==> src/rtl/core/gdg_pkg.sv <==
// Shared types and constants for the Gregorian date gap unit.
package gdg_pkg;

  localparam int unsigned DAY_W   = 5;
  localparam int unsigned MONTH_W = 4;
  localparam int unsigned YEAR_W  = 14;
  localparam int unsigned GAP_W   = 23;

  // Year plus the largest offset used in the leap count (year + 399).
  localparam int unsigned YEXT_W  = YEAR_W + 1;
  // Quotient of an extended year by 100.
  localparam int unsigned QUOT_W  = 8;
  // Leap years below a year, and day-of-year (signed, -1 .. 458).
  localparam int unsigned LEAP_W  = 13;
  localparam int unsigned DOY_W   = 10;
  // Whole-year day term, and the final sum before saturation.
  localparam int unsigned YTERM_W = 24;
  localparam int unsigned SUM_W   = 26;

  // floor(n / 100) == (n * 5243) >> 19 for every n below 43699.
  localparam int unsigned RECIP_W     = 13;
  localparam int unsigned MUL_W       = YEXT_W + RECIP_W;
  localparam logic [RECIP_W-1:0] RECIP_100   = 13'd5243;
  localparam int unsigned        RECIP_SHIFT = 19;

  localparam logic [6:0] CENTURY   = 7'd100;
  localparam logic [8:0] YEAR_DAYS = 9'd365;

  localparam logic signed [GAP_W-1:0] GAP_MAX = 23'sd4194303;
  localparam logic signed [GAP_W-1:0] GAP_MIN = -23'sd4194304;

  localparam logic [MONTH_W-1:0] MONTH_FEB = 4'd2;

  // Days in the whole months before a month, February counted as 28.
  // Month zero counts like January; months past December add 31 each.
  localparam logic [8:0] CUM_DAYS [16] = '{
    9'd0,   9'd0,   9'd31,  9'd59,  9'd90,  9'd120, 9'd151, 9'd181,
    9'd212, 9'd243, 9'd273, 9'd304, 9'd334, 9'd365, 9'd396, 9'd427
  };

  typedef struct packed {
    logic [YEAR_W-1:0]       year;
    logic [LEAP_W-1:0]       leaps;
    logic signed [DOY_W-1:0] doy;
  } date_info_t;

endpackage

==> src/rtl/core/gregorian_date_gap_unit.sv <==
// Top level of the Gregorian date gap unit: signed days from one date to another.
//
//   Channel   Handshake            Payload
//   --------  -------------------  ---------------------------------------------
//   input     start / busy         day_first, month_first, year_first,
//                                  day_second, month_second, year_second
//   result    done (one-cycle)     day_gap
//
// Every transaction passes through the four register stages of the pipeline, and
// done rises with day_gap valid in that same cycle.
// A new transaction may be started in every cycle while rst is low; four are
// in flight at most, one in each register stage.
// The synchronous reset clears only the valid bits; busy is high while rst is.
// The receiver cannot stall, so results are never held back and never lost.
//
// Years above MAX_YEAR are clamped to it. A year is a leap year when divisible
// by 400, or by 4 but not by 100. The gap is the day-of-year difference plus
// 365 or 366 for each whole year from the first year up to the second; when
// the first year is not below the second, the year term is zero. The result
// saturates at the limits of a 23-bit signed number.
module gregorian_date_gap_unit #(
  parameter int unsigned MAX_YEAR = 9999
) (
  input  logic                              clk,
  input  logic                              rst,
  input  logic                              start,
  output logic                              busy,
  input  logic [gdg_pkg::DAY_W-1:0]         day_first,
  input  logic [gdg_pkg::MONTH_W-1:0]       month_first,
  input  logic [gdg_pkg::YEAR_W-1:0]        year_first,
  input  logic [gdg_pkg::DAY_W-1:0]         day_second,
  input  logic [gdg_pkg::MONTH_W-1:0]       month_second,
  input  logic [gdg_pkg::YEAR_W-1:0]        year_second,
  output logic                              done,
  output logic signed [gdg_pkg::GAP_W-1:0]  day_gap
);

  // The pipeline never stalls, so input is refused only while in reset.
  assign busy = rst;

  logic accept;
  assign accept = start && !busy;

  // One valid bit per pipeline stage; they travel alongside the data.
  logic [3:0] stage_valid;

  always_ff @(posedge clk) begin
    if (rst) begin
      stage_valid <= '0;
    end else begin
      stage_valid <= {stage_valid[2:0], accept};
    end
  end

  assign done = stage_valid[3];

  gdg_pkg::date_info_t first_info;
  gdg_pkg::date_info_t second_info;

  // Stages one and two, once for each date.
  gdg_date_front #(
    .MAX_YEAR (MAX_YEAR)
  ) u_front_first (
    .clk   (clk),
    .day   (day_first),
    .month (month_first),
    .year  (year_first),
    .info  (first_info)
  );

  gdg_date_front #(
    .MAX_YEAR (MAX_YEAR)
  ) u_front_second (
    .clk   (clk),
    .day   (day_second),
    .month (month_second),
    .year  (year_second),
    .info  (second_info)
  );

  // Stages three and four: combine the two dates into the day gap.
  gdg_gap_combine u_combine (
    .clk     (clk),
    .first   (first_info),
    .second  (second_info),
    .day_gap (day_gap)
  );

endmodule

==> src/rtl/core/gdg_date_front.sv <==
// Two-stage front end for one date: year clamp, century quotients, leap count, day of year.
module gdg_date_front #(
  parameter int unsigned MAX_YEAR = 9999
) (
  input  logic                        clk,
  input  logic [gdg_pkg::DAY_W-1:0]   day,
  input  logic [gdg_pkg::MONTH_W-1:0] month,
  input  logic [gdg_pkg::YEAR_W-1:0]  year,
  output gdg_pkg::date_info_t         info
);

  localparam logic [16:0] MaxYear = MAX_YEAR[16:0];

  // Stage one: clamped year and its quotients by 100.
  logic [gdg_pkg::YEAR_W-1:0]  year_s1;
  logic [gdg_pkg::DAY_W-1:0]   day_s1;
  logic [gdg_pkg::MONTH_W-1:0] month_s1;
  logic [gdg_pkg::QUOT_W-1:0]  quot_own;
  logic [gdg_pkg::QUOT_W-1:0]  quot_lo;
  logic [gdg_pkg::QUOT_W-1:0]  quot_hi;

  logic [gdg_pkg::YEAR_W-1:0] year_clamped;
  logic [gdg_pkg::YEXT_W-1:0] yext_own;
  logic [gdg_pkg::YEXT_W-1:0] yext_lo;
  logic [gdg_pkg::YEXT_W-1:0] yext_hi;
  logic [gdg_pkg::MUL_W-1:0]  prod_own;
  logic [gdg_pkg::MUL_W-1:0]  prod_lo;
  logic [gdg_pkg::MUL_W-1:0]  prod_hi;

  always_comb begin
    if ({3'b000, year} > MaxYear) begin
      year_clamped = MaxYear[gdg_pkg::YEAR_W-1:0];
    end else begin
      year_clamped = year;
    end
    yext_own = {1'b0, year_clamped};
    yext_lo  = yext_own + gdg_pkg::YEXT_W'(99);
    yext_hi  = yext_own + gdg_pkg::YEXT_W'(399);
    prod_own = gdg_pkg::MUL_W'(yext_own) * gdg_pkg::MUL_W'(gdg_pkg::RECIP_100);
    prod_lo  = gdg_pkg::MUL_W'(yext_lo)  * gdg_pkg::MUL_W'(gdg_pkg::RECIP_100);
    prod_hi  = gdg_pkg::MUL_W'(yext_hi)  * gdg_pkg::MUL_W'(gdg_pkg::RECIP_100);
  end

  always_ff @(posedge clk) begin
    year_s1  <= year_clamped;
    day_s1   <= day;
    month_s1 <= month;
    quot_own <= prod_own[gdg_pkg::RECIP_SHIFT +: gdg_pkg::QUOT_W];
    quot_lo  <= prod_lo[gdg_pkg::RECIP_SHIFT +: gdg_pkg::QUOT_W];
    quot_hi  <= prod_hi[gdg_pkg::RECIP_SHIFT +: gdg_pkg::QUOT_W];
  end

  // Stage two: leap flag, leap years below the year, day of year.
  logic [14:0]                  century_mul;
  logic                         is_century;
  logic                         is_leap;
  logic [gdg_pkg::YEXT_W-1:0]   year_plus3;
  logic [gdg_pkg::LEAP_W-1:0]   leaps_next;
  logic [gdg_pkg::DOY_W-1:0]    doy_sum;
  gdg_pkg::date_info_t          info_next;

  always_comb begin
    century_mul = 15'(quot_own) * 15'(gdg_pkg::CENTURY);
    is_century  = (century_mul == {1'b0, year_s1});
    if (is_century) begin
      is_leap = (quot_own[1:0] == 2'b00);
    end else begin
      is_leap = (year_s1[1:0] == 2'b00);
    end
    year_plus3 = {1'b0, year_s1} + gdg_pkg::YEXT_W'(3);
    leaps_next = year_plus3[gdg_pkg::YEXT_W-1:2]
               - gdg_pkg::LEAP_W'(quot_lo)
               + gdg_pkg::LEAP_W'(quot_hi[gdg_pkg::QUOT_W-1:2]);
    doy_sum = gdg_pkg::DOY_W'(gdg_pkg::CUM_DAYS[month_s1])
            + gdg_pkg::DOY_W'(day_s1)
            + gdg_pkg::DOY_W'(is_leap && (month_s1 > gdg_pkg::MONTH_FEB))
            - gdg_pkg::DOY_W'(1);
    info_next.year  = year_s1;
    info_next.leaps = leaps_next;
    info_next.doy   = $signed(doy_sum);
  end

  always_ff @(posedge clk) begin
    info <= info_next;
  end

endmodule

==> src/rtl/core/gdg_gap_combine.sv <==
// Two-stage back end: whole-year term and day-of-year difference, then sum and saturate.
module gdg_gap_combine (
  input  logic                              clk,
  input  gdg_pkg::date_info_t               first,
  input  gdg_pkg::date_info_t               second,
  output logic signed [gdg_pkg::GAP_W-1:0]  day_gap
);

  logic [gdg_pkg::YTERM_W-1:0]       year_term;
  logic signed [gdg_pkg::DOY_W:0]    doy_diff;

  logic [gdg_pkg::YEAR_W-1:0]        year_span;
  logic [gdg_pkg::YTERM_W-1:0]       year_term_next;

  always_comb begin
    year_span = second.year - first.year;
    if (second.year > first.year) begin
      year_term_next = gdg_pkg::YTERM_W'(year_span) * gdg_pkg::YTERM_W'(gdg_pkg::YEAR_DAYS)
                     + gdg_pkg::YTERM_W'(second.leaps)
                     - gdg_pkg::YTERM_W'(first.leaps);
    end else begin
      year_term_next = '0;
    end
  end

  always_ff @(posedge clk) begin
    year_term <= year_term_next;
    doy_diff  <= (gdg_pkg::DOY_W+1)'(second.doy) - (gdg_pkg::DOY_W+1)'(first.doy);
  end

  logic signed [gdg_pkg::SUM_W-1:0] total;
  logic signed [gdg_pkg::GAP_W-1:0] day_gap_next;

  always_comb begin
    total = $signed({2'b00, year_term})
          + gdg_pkg::SUM_W'(doy_diff);
    if (total > gdg_pkg::SUM_W'(gdg_pkg::GAP_MAX)) begin
      day_gap_next = gdg_pkg::GAP_MAX;
    end else if (total < gdg_pkg::SUM_W'(gdg_pkg::GAP_MIN)) begin
      day_gap_next = gdg_pkg::GAP_MIN;
    end else begin
      day_gap_next = total[gdg_pkg::GAP_W-1:0];
    end
  end

  always_ff @(posedge clk) begin
    day_gap <= day_gap_next;
  end

endmodule
==> config.mk <==
export PLATFORM = sky130hd
export DESIGN_NAME = gregorian_date_gap_unit
export DESIGN_NICKNAME = d
export VERILOG_FILES = /design/src/rtl/core/gdg_pkg.sv /design/src/rtl/core/gregorian_date_gap_unit.sv /design/src/rtl/core/gdg_date_front.sv /design/src/rtl/core/gdg_gap_combine.sv
export SDC_FILE = /design/constraint.sdc
export NUM_CORES = 2
export LEC_CHECK = 0
export ABC_AREA = 1
export BUFFER_PORTS_ARGS = -buffer_cell sky130_fd_sc_hd__buf_2
export CAP_MARGIN = 20
export CORE_MARGIN = 2
export CORE_UTILIZATION = 55
export DETAILED_ROUTE_END_ITERATION = 8
export PLACE_DENSITY = 0.72
export SLEW_MARGIN = 20
export SYNTH_ARGS = -nofsm -noshare
export SYNTH_HDL_FRONTEND = slang
export SYNTH_SLANG_ARGS = --single-unit
==> constraint.sdc <==
create_clock -name clk -period 9.1 [get_ports clk]
set_clock_uncertainty 0.15 [all_clocks]
set_input_delay 1.82 -clock clk [delete_from_list [all_inputs] [get_ports clk]]
set_output_delay 1.82 -clock clk [all_outputs]
set_load 0.01 [all_outputs]
## After elaboration in Yosys (flattened, before gate mapping)

Memory sizes are Yosys's and may differ from the RTL's.
Cells that the tools add are included.

- Output and inout bits: 25
- Bits in read-only memories: 288
- Input bits: 49
- Memories kept: 2
- Word-level logic and storage cells: 84
- Flip-flop bits (word level): 230

- Reduce and logical (&&, ||, !) cells: 8
- $mul: 9
- Magnitude comparators: 9
- Add/subtract/negate cells: 21
- Mux-type cells: 9
- Eq/ne operators: 2
- Bitwise operators: 2

Memory list:

| name | words | width | rd ports | clocked after memory_dff | write ports | RTL line | text |
|---|---|---|---|---|---|---|---|
| (name not given) | 16 | 9 | 1 | 0 | 0 | gdg_date_front.sv:74 | `doy_sum = gdg_pkg::DOY_W'(gdg_pkg::CUM_DAYS[month_s1])` |
| (name not given) | 16 | 9 | 1 | 0 | 0 | gdg_date_front.sv:74 |  |

Operators with widths:

| cell | count |
|---|---|
| $mul A15 B13 Y27 const B | 4 |
| $mul A14 B13 Y27 const B | 2 |
| $mux W9 | 4 |
| $add A14 B2 Y15 const B | 2 |
| $add A14 B7 Y15 const B | 2 |
| $add A14 B9 Y15 const B | 2 |
| $eq A15 B14 Y1 | 2 |
| $gt A14 B14 Y1 const B | 2 |
| $mux W14 | 2 |
| $add A13 B6 Y13 | 2 |
| $add A25 B11 Y26 | 1 |
| $gt A26 B23 Y1 const B | 1 |
| $lt A26 B23 Y1 const B | 1 |
| $mul A8 B5 Y13 const B | 2 |
| $sub A13 B8 Y13 | 2 |
| $add A23 B13 Y24 | 1 |
| $sub A24 B13 Y24 | 1 |
| $mul A14 B9 Y23 const B | 1 |
| $mux W23 | 1 |
| $add A10 B1 Y10 | 2 |
| $add A9 B5 Y10 | 2 |
| $sub A10 B1 Y10 const B | 2 |
| $gt A14 B14 Y1 | 1 |
| $sub A14 B14 Y14 | 1 |
| 8 further kinds | 17 |

## Logic depth before layout (Yosys ltp)

- Word-level depth: 7
- Depth in mapped cells: 43
- Gate-level depth less buffers: 41

## Cells and area by module

Synthesis repeated with hierarchy kept, for this count alone.

- Cells, all modules: 5178
- Area, all modules: 41299.6 um^2

Modules (own cells, without submodules):

| module | area an instance (um^2) | times used | sequential area each (um^2) | cells an instance |
|---|---|---|---|---|
| gdg_date_front (u_front_second) | 16480.8 | 1 | 1641.6 | 2015 |
| gdg_date_front (u_front_first) | 16464.5 | 1 | 1641.6 | 2025 |
| gdg_gap_combine | 8236.6 | 1 | 1161.1 | 1125 |
| gregorian_date_gap_unit | 117.6 | 1 | 80.1 | 13 |

## Least setup slack after synthesis

Ideal clock, no wire load.

- Path type: input-to-reg
- Start: input year_first[6] (netlist name)
- End: register u_front_first.quot_lo[4] (netlist name)
- Arrival time: 7.692 ns
- Buffers on the path: 1
- Path slack: 1.186 ns
- Library setup time: 0.072 ns
- Required time: 8.878 ns
- Stages on the path: 38
- Cell sequence: buf_6 nor2_4 nand2_1 nand2_1 nand2_2 nand2_8 inv_6 nor2_1 inv_1 ha_1 inv_1 nand2_1 nand3_1 nand2_1 nand2_1 nand2_1 nand2_1 inv_1 [2 not listed] ha_1 inv_1 fa_1 inv_1 fa_1 inv_1 fa_1 inv_1 ha_1 nand2_1 nor2_1 nand2_1 nor3_1 nand2_1 nand4_1 nand2_1 nand3_1 xor2_1

- Word-level cells in the longest chain between the ends: 4

RTL lines:

| element | RTL line | text |
|---|---|---|
| from (decl) | gregorian_date_gap_unit.sv:30 | `input logic [gdg_pkg::YEAR_W-1:0] year_first,` |
| $gt A14 B14 Y1 | gdg_date_front.sv:31 | `if ({3'b000, year} > MaxYear) begin` |
| $mux W14 | gdg_date_front.sv:31 |  |
| named net u_front_first.year_clamped (one bit) | gdg_date_front.sv:22 | `logic [gdg_pkg::YEAR_W-1:0] year_clamped;` |
| $add A14 B7 Y15 | gdg_date_front.sv:37 | `yext_lo = yext_own + gdg_pkg::YEXT_W'(99);` |
| $mul A15 B13 Y27 | gdg_date_front.sv:40 | `prod_lo = gdg_pkg::MUL_W'(yext_lo) * gdg_pkg::MUL_W'(gdg_pkg::RECIP_100);` |
| named net u_front_first.prod_lo (one bit) | gdg_date_front.sv:27 | `logic [gdg_pkg::MUL_W-1:0] prod_lo;` |
| to (signal assigned) | gdg_date_front.sv:49 | `quot_lo <= prod_lo[gdg_pkg::RECIP_SHIFT +: gdg_pkg::QUOT_W];` |
| to (decl) | gdg_date_front.sv:19 | `logic [gdg_pkg::QUOT_W-1:0] quot_lo;` |

The timed path passes the listed nets, and every way through them passes these cells.
A chain may end at the register's enable or synchronous reset.

## Worst setup path in the final report

- Start: input year_first[6] (netlist name)
- End: register u_front_first.quot_hi[7] (netlist name)

- Word-level cells in the longest chain between the ends: 4

RTL lines:

| element | RTL line | text |
|---|---|---|
| $gt A14 B14 Y1 | gdg_date_front.sv:31 |  |
| $mux W14 (*) | gdg_date_front.sv:31 |  |
| $add A14 B9 Y15 (*) | gdg_date_front.sv:38 | `yext_hi = yext_own + gdg_pkg::YEXT_W'(399);` |
| $mul A15 B13 Y27 (*) | gdg_date_front.sv:41 | `prod_hi = gdg_pkg::MUL_W'(yext_hi) * gdg_pkg::MUL_W'(gdg_pkg::RECIP_100);` |
| named net u_front_first.prod_hi (one bit) | gdg_date_front.sv:28 | `logic [gdg_pkg::MUL_W-1:0] prod_hi;` |
| to (signal assigned) | gdg_date_front.sv:50 | `quot_hi <= prod_hi[gdg_pkg::RECIP_SHIFT +: gdg_pkg::QUOT_W];` |
| to (decl) | gdg_date_front.sv:20 | `logic [gdg_pkg::QUOT_W-1:0] quot_hi;` |

Mark *: on every way through the listed nets, which the timed path passes. The rest lies on a longest branch.

==> qor.csv <==
metric,value,unit
worstHoldPathType,reg -> reg,
layout-drive-gt1-share,5.01,%
cp.required,9.40,ns
period_share,90.0,%
arrival,8.49,ns
fmax,122,MHz
path_common_cell,inv_1,
synth.distinct_cells,58,
ys.flop_type,dfxtp_1,
first_global_vias,32633,
grtUsageTotal,25.4,%
routed-via-count,31472,
path_max_fanout,19,
ys_warn_count,0,
gr-usage-met2,44.5,%
grt_first_pass_wirelength,160000,µm
buffer_ports.inserted,73,
grt_util_met1,33.7,%
synth_cells,5069,
slew_headroom,37.7,%
area_growth,6.26,%
nets,6546,
drv_slew,0,
initial_core_util,55.7,%
globalRouteMet3Util,2.43,%
hold_viol,0,
synth_nets,6444,
insertion_delay,0.59,ns
routed_wl,94100,µm
grt_max_degree,25,
cpPeakStageDelay,0.56,ns
drtPass1Iterations,5,
grt_overflow,0,
cpMaxStageDelayCell,fa_1,
drt_iter0_markers,1441,
die-area,0.0763,mm²
numCtsBuffers,28,
ioPinCount,74,
top_usage_layer,met2,
hpwlAfterDp,83200,µm
clock_sinks,226,
cts.hold.buffers_added,0,
final_common_cell,inv_1,
startpoint_type,primary input,
gp_congestion,0.920,
synth-edff-count,0,
clk_pin_slew,0.07,ns
dp.cells,6100,
die_w,276,µm
cts_tree,built,
synthArstFlopShare,0,%
min_period,8.19,ns
root_buffer,clkbuf_16,
status,completed,
avgSynthCellArea,8.04,µm²
route.detailed.wl_per_inst,15.3,µm
core_area,0.0732,mm²
die_y,276,µm
yosys_register_bits,226,
cts_setup_buffers,0,
rsz0062_at_grt,no,
rows,99,
clk_path_buf_depth,3,
syn_area,0.0407,mm²
crit_type,in -> reg,
tightest_slew,0.922,ns
antenna_found_initial,1,
routed_via_density,5.12,
endpoint_kind,flip-flop,
finalSetupViolCount,0,
fin_cells,6152,
mostFrequentLayoutCells,"inv_1, ha_1, nand2_1",
antenna_left,0,
h-tree-depth,1,
yosysSeqAreaShare,11.1,%
maxCapViolations,0,
drc_errors,0,
tns,0,ns
cts_resized,0,
antenna_cells,0,
==> worst paths after layout <==
path / slack, ns / depth (start not counted) / startpoint / end
worst min-delay path: 0.20 / 0 / u_front_first.year_s1[1]$_DFF_P_ / u_front_first.info[24]$_DFF_P_
worst max-delay path: 0.91 / 36 / year_first[6] / u_front_first.quot_hi[7]$_DFF_P_
worst min register to register: 0.20 / 0 / u_front_first.year_s1[1]$_DFF_P_ / u_front_first.info[24]$_DFF_P_
worst max register to register: 2.44 / 25 / u_front_first.info[25]$_DFF_P_ / u_combine.year_term[12]$_SDFF_PP0_
==> kinds of logic (layout without fill, tap and decap cells) <==
kind of cell / count (synthesis) / in the layout / synth area share, %
AO/OA/AOI/OAI: 553 / 553 / 7.68
XOR/XNOR: 201 / 201 / 4.36
adder cells (fa/ha/maj): 1326 / 1326 / 49.1
buffers and inverters: 1403 / 1527 / 13.2
flip-flops: 226 / 226 / 11.1
AND/OR/NAND/NOR: 1360 / 1360 / 14.6
==> layer usage <==
metal  wire, µm  vias up
met2      44400      599
met4       2650        2
met3       3510      150
met1      43600    14748
li1           -    15973
met5         13        -
==> registers in the layout, summed over array words and instances, names as in the netlist, 5 cells and up <==
name / cells
u_front_first.quot_hi: 6
u_front_first.quot_own: 8
u_combine.day_gap: 23
u_front_first.quot_lo: 8
u_front_first.day_s1: 5
u_front_second.quot_lo: 8
u_front_second.quot_own: 8
u_front_second.quot_hi: 6
u_front_first.info: 37
u_front_second.info: 37
u_front_second.day_s1: 5
u_combine.doy_diff: 11
u_front_second.year_s1: 14
u_combine.year_term: 24
u_front_first.year_s1: 14
==> worst max-delay path: cells and delay by family <==
| family | cells | cell delay (ns) |
|---|---|---|
| compound gates | 1 | 0.10 |
| xor+xnor | 1 | 0.50 |
| fa+ha+maj | 7 | 2.95 |
| buf+inv | 10 | 0.87 |
| simple gates | 17 | 2.23 |
==> stage by stage <==
step / area, µm² / util (%) / worst slack (ns) / hold WS (ns)
floorplan: 40700 / - / 1.19 / 0.179
global route: 43300 / 59.1 / 0.450 / 0.206
global placement: 42300 / 57.8 / 0.577 / 0.187
finish: 43300 / 59.1 / 0.910 / 0.198
CTS: 43300 / 59.1 / 0.936 / 0.190
detailed placement: 42300 / 57.8 / 0.357 / 0.192
==> cell type report <==
cell class	count	area (µm²)
clock inverters	15	209
well taps	959	1200
flip-flops and latches	226	4520
repair buffers	91	500
clock buffers	37	795
fillers	6632	29900
multi-input cells	3440	30900
inverters	1384	5200
==> synth_stat cells (5+ instances only) <==
master     count  share of area (%)
a21o_1        30               0.55
a211oi_1       7               0.13
nor2_2        15               0.23
o2111ai_1      6               0.13
nand3_1      157                1.9
buf_4          5              0.092
xor2_1       138                3.0
o211ai_1      12               0.22
a21oi_1      275                3.4
nor2_1       219                2.0
nand2_1      769                7.1
nand4_1       71                1.1
a31o_2         8               0.17
or2_2         21               0.32
o21bai_1      25               0.46
o21ai_0      140                1.7
inv_2         11               0.10
nand3_2        7               0.17
a31oi_1       15               0.23
nor3_1        38               0.47
nor4_1         9               0.14
o21a_1        10               0.18
clkbuf_1       5              0.046
xnor2_1       61                1.3
inv_1       1370                 13
nand2_2       31               0.48
ha_1         869                 27
fa_1         457                 22
dfxtp_1      226                 11
Power is left out: the tool's default activity adds up to more than one toggle a clock period on the data nets, which glitch-free logic cannot reach.
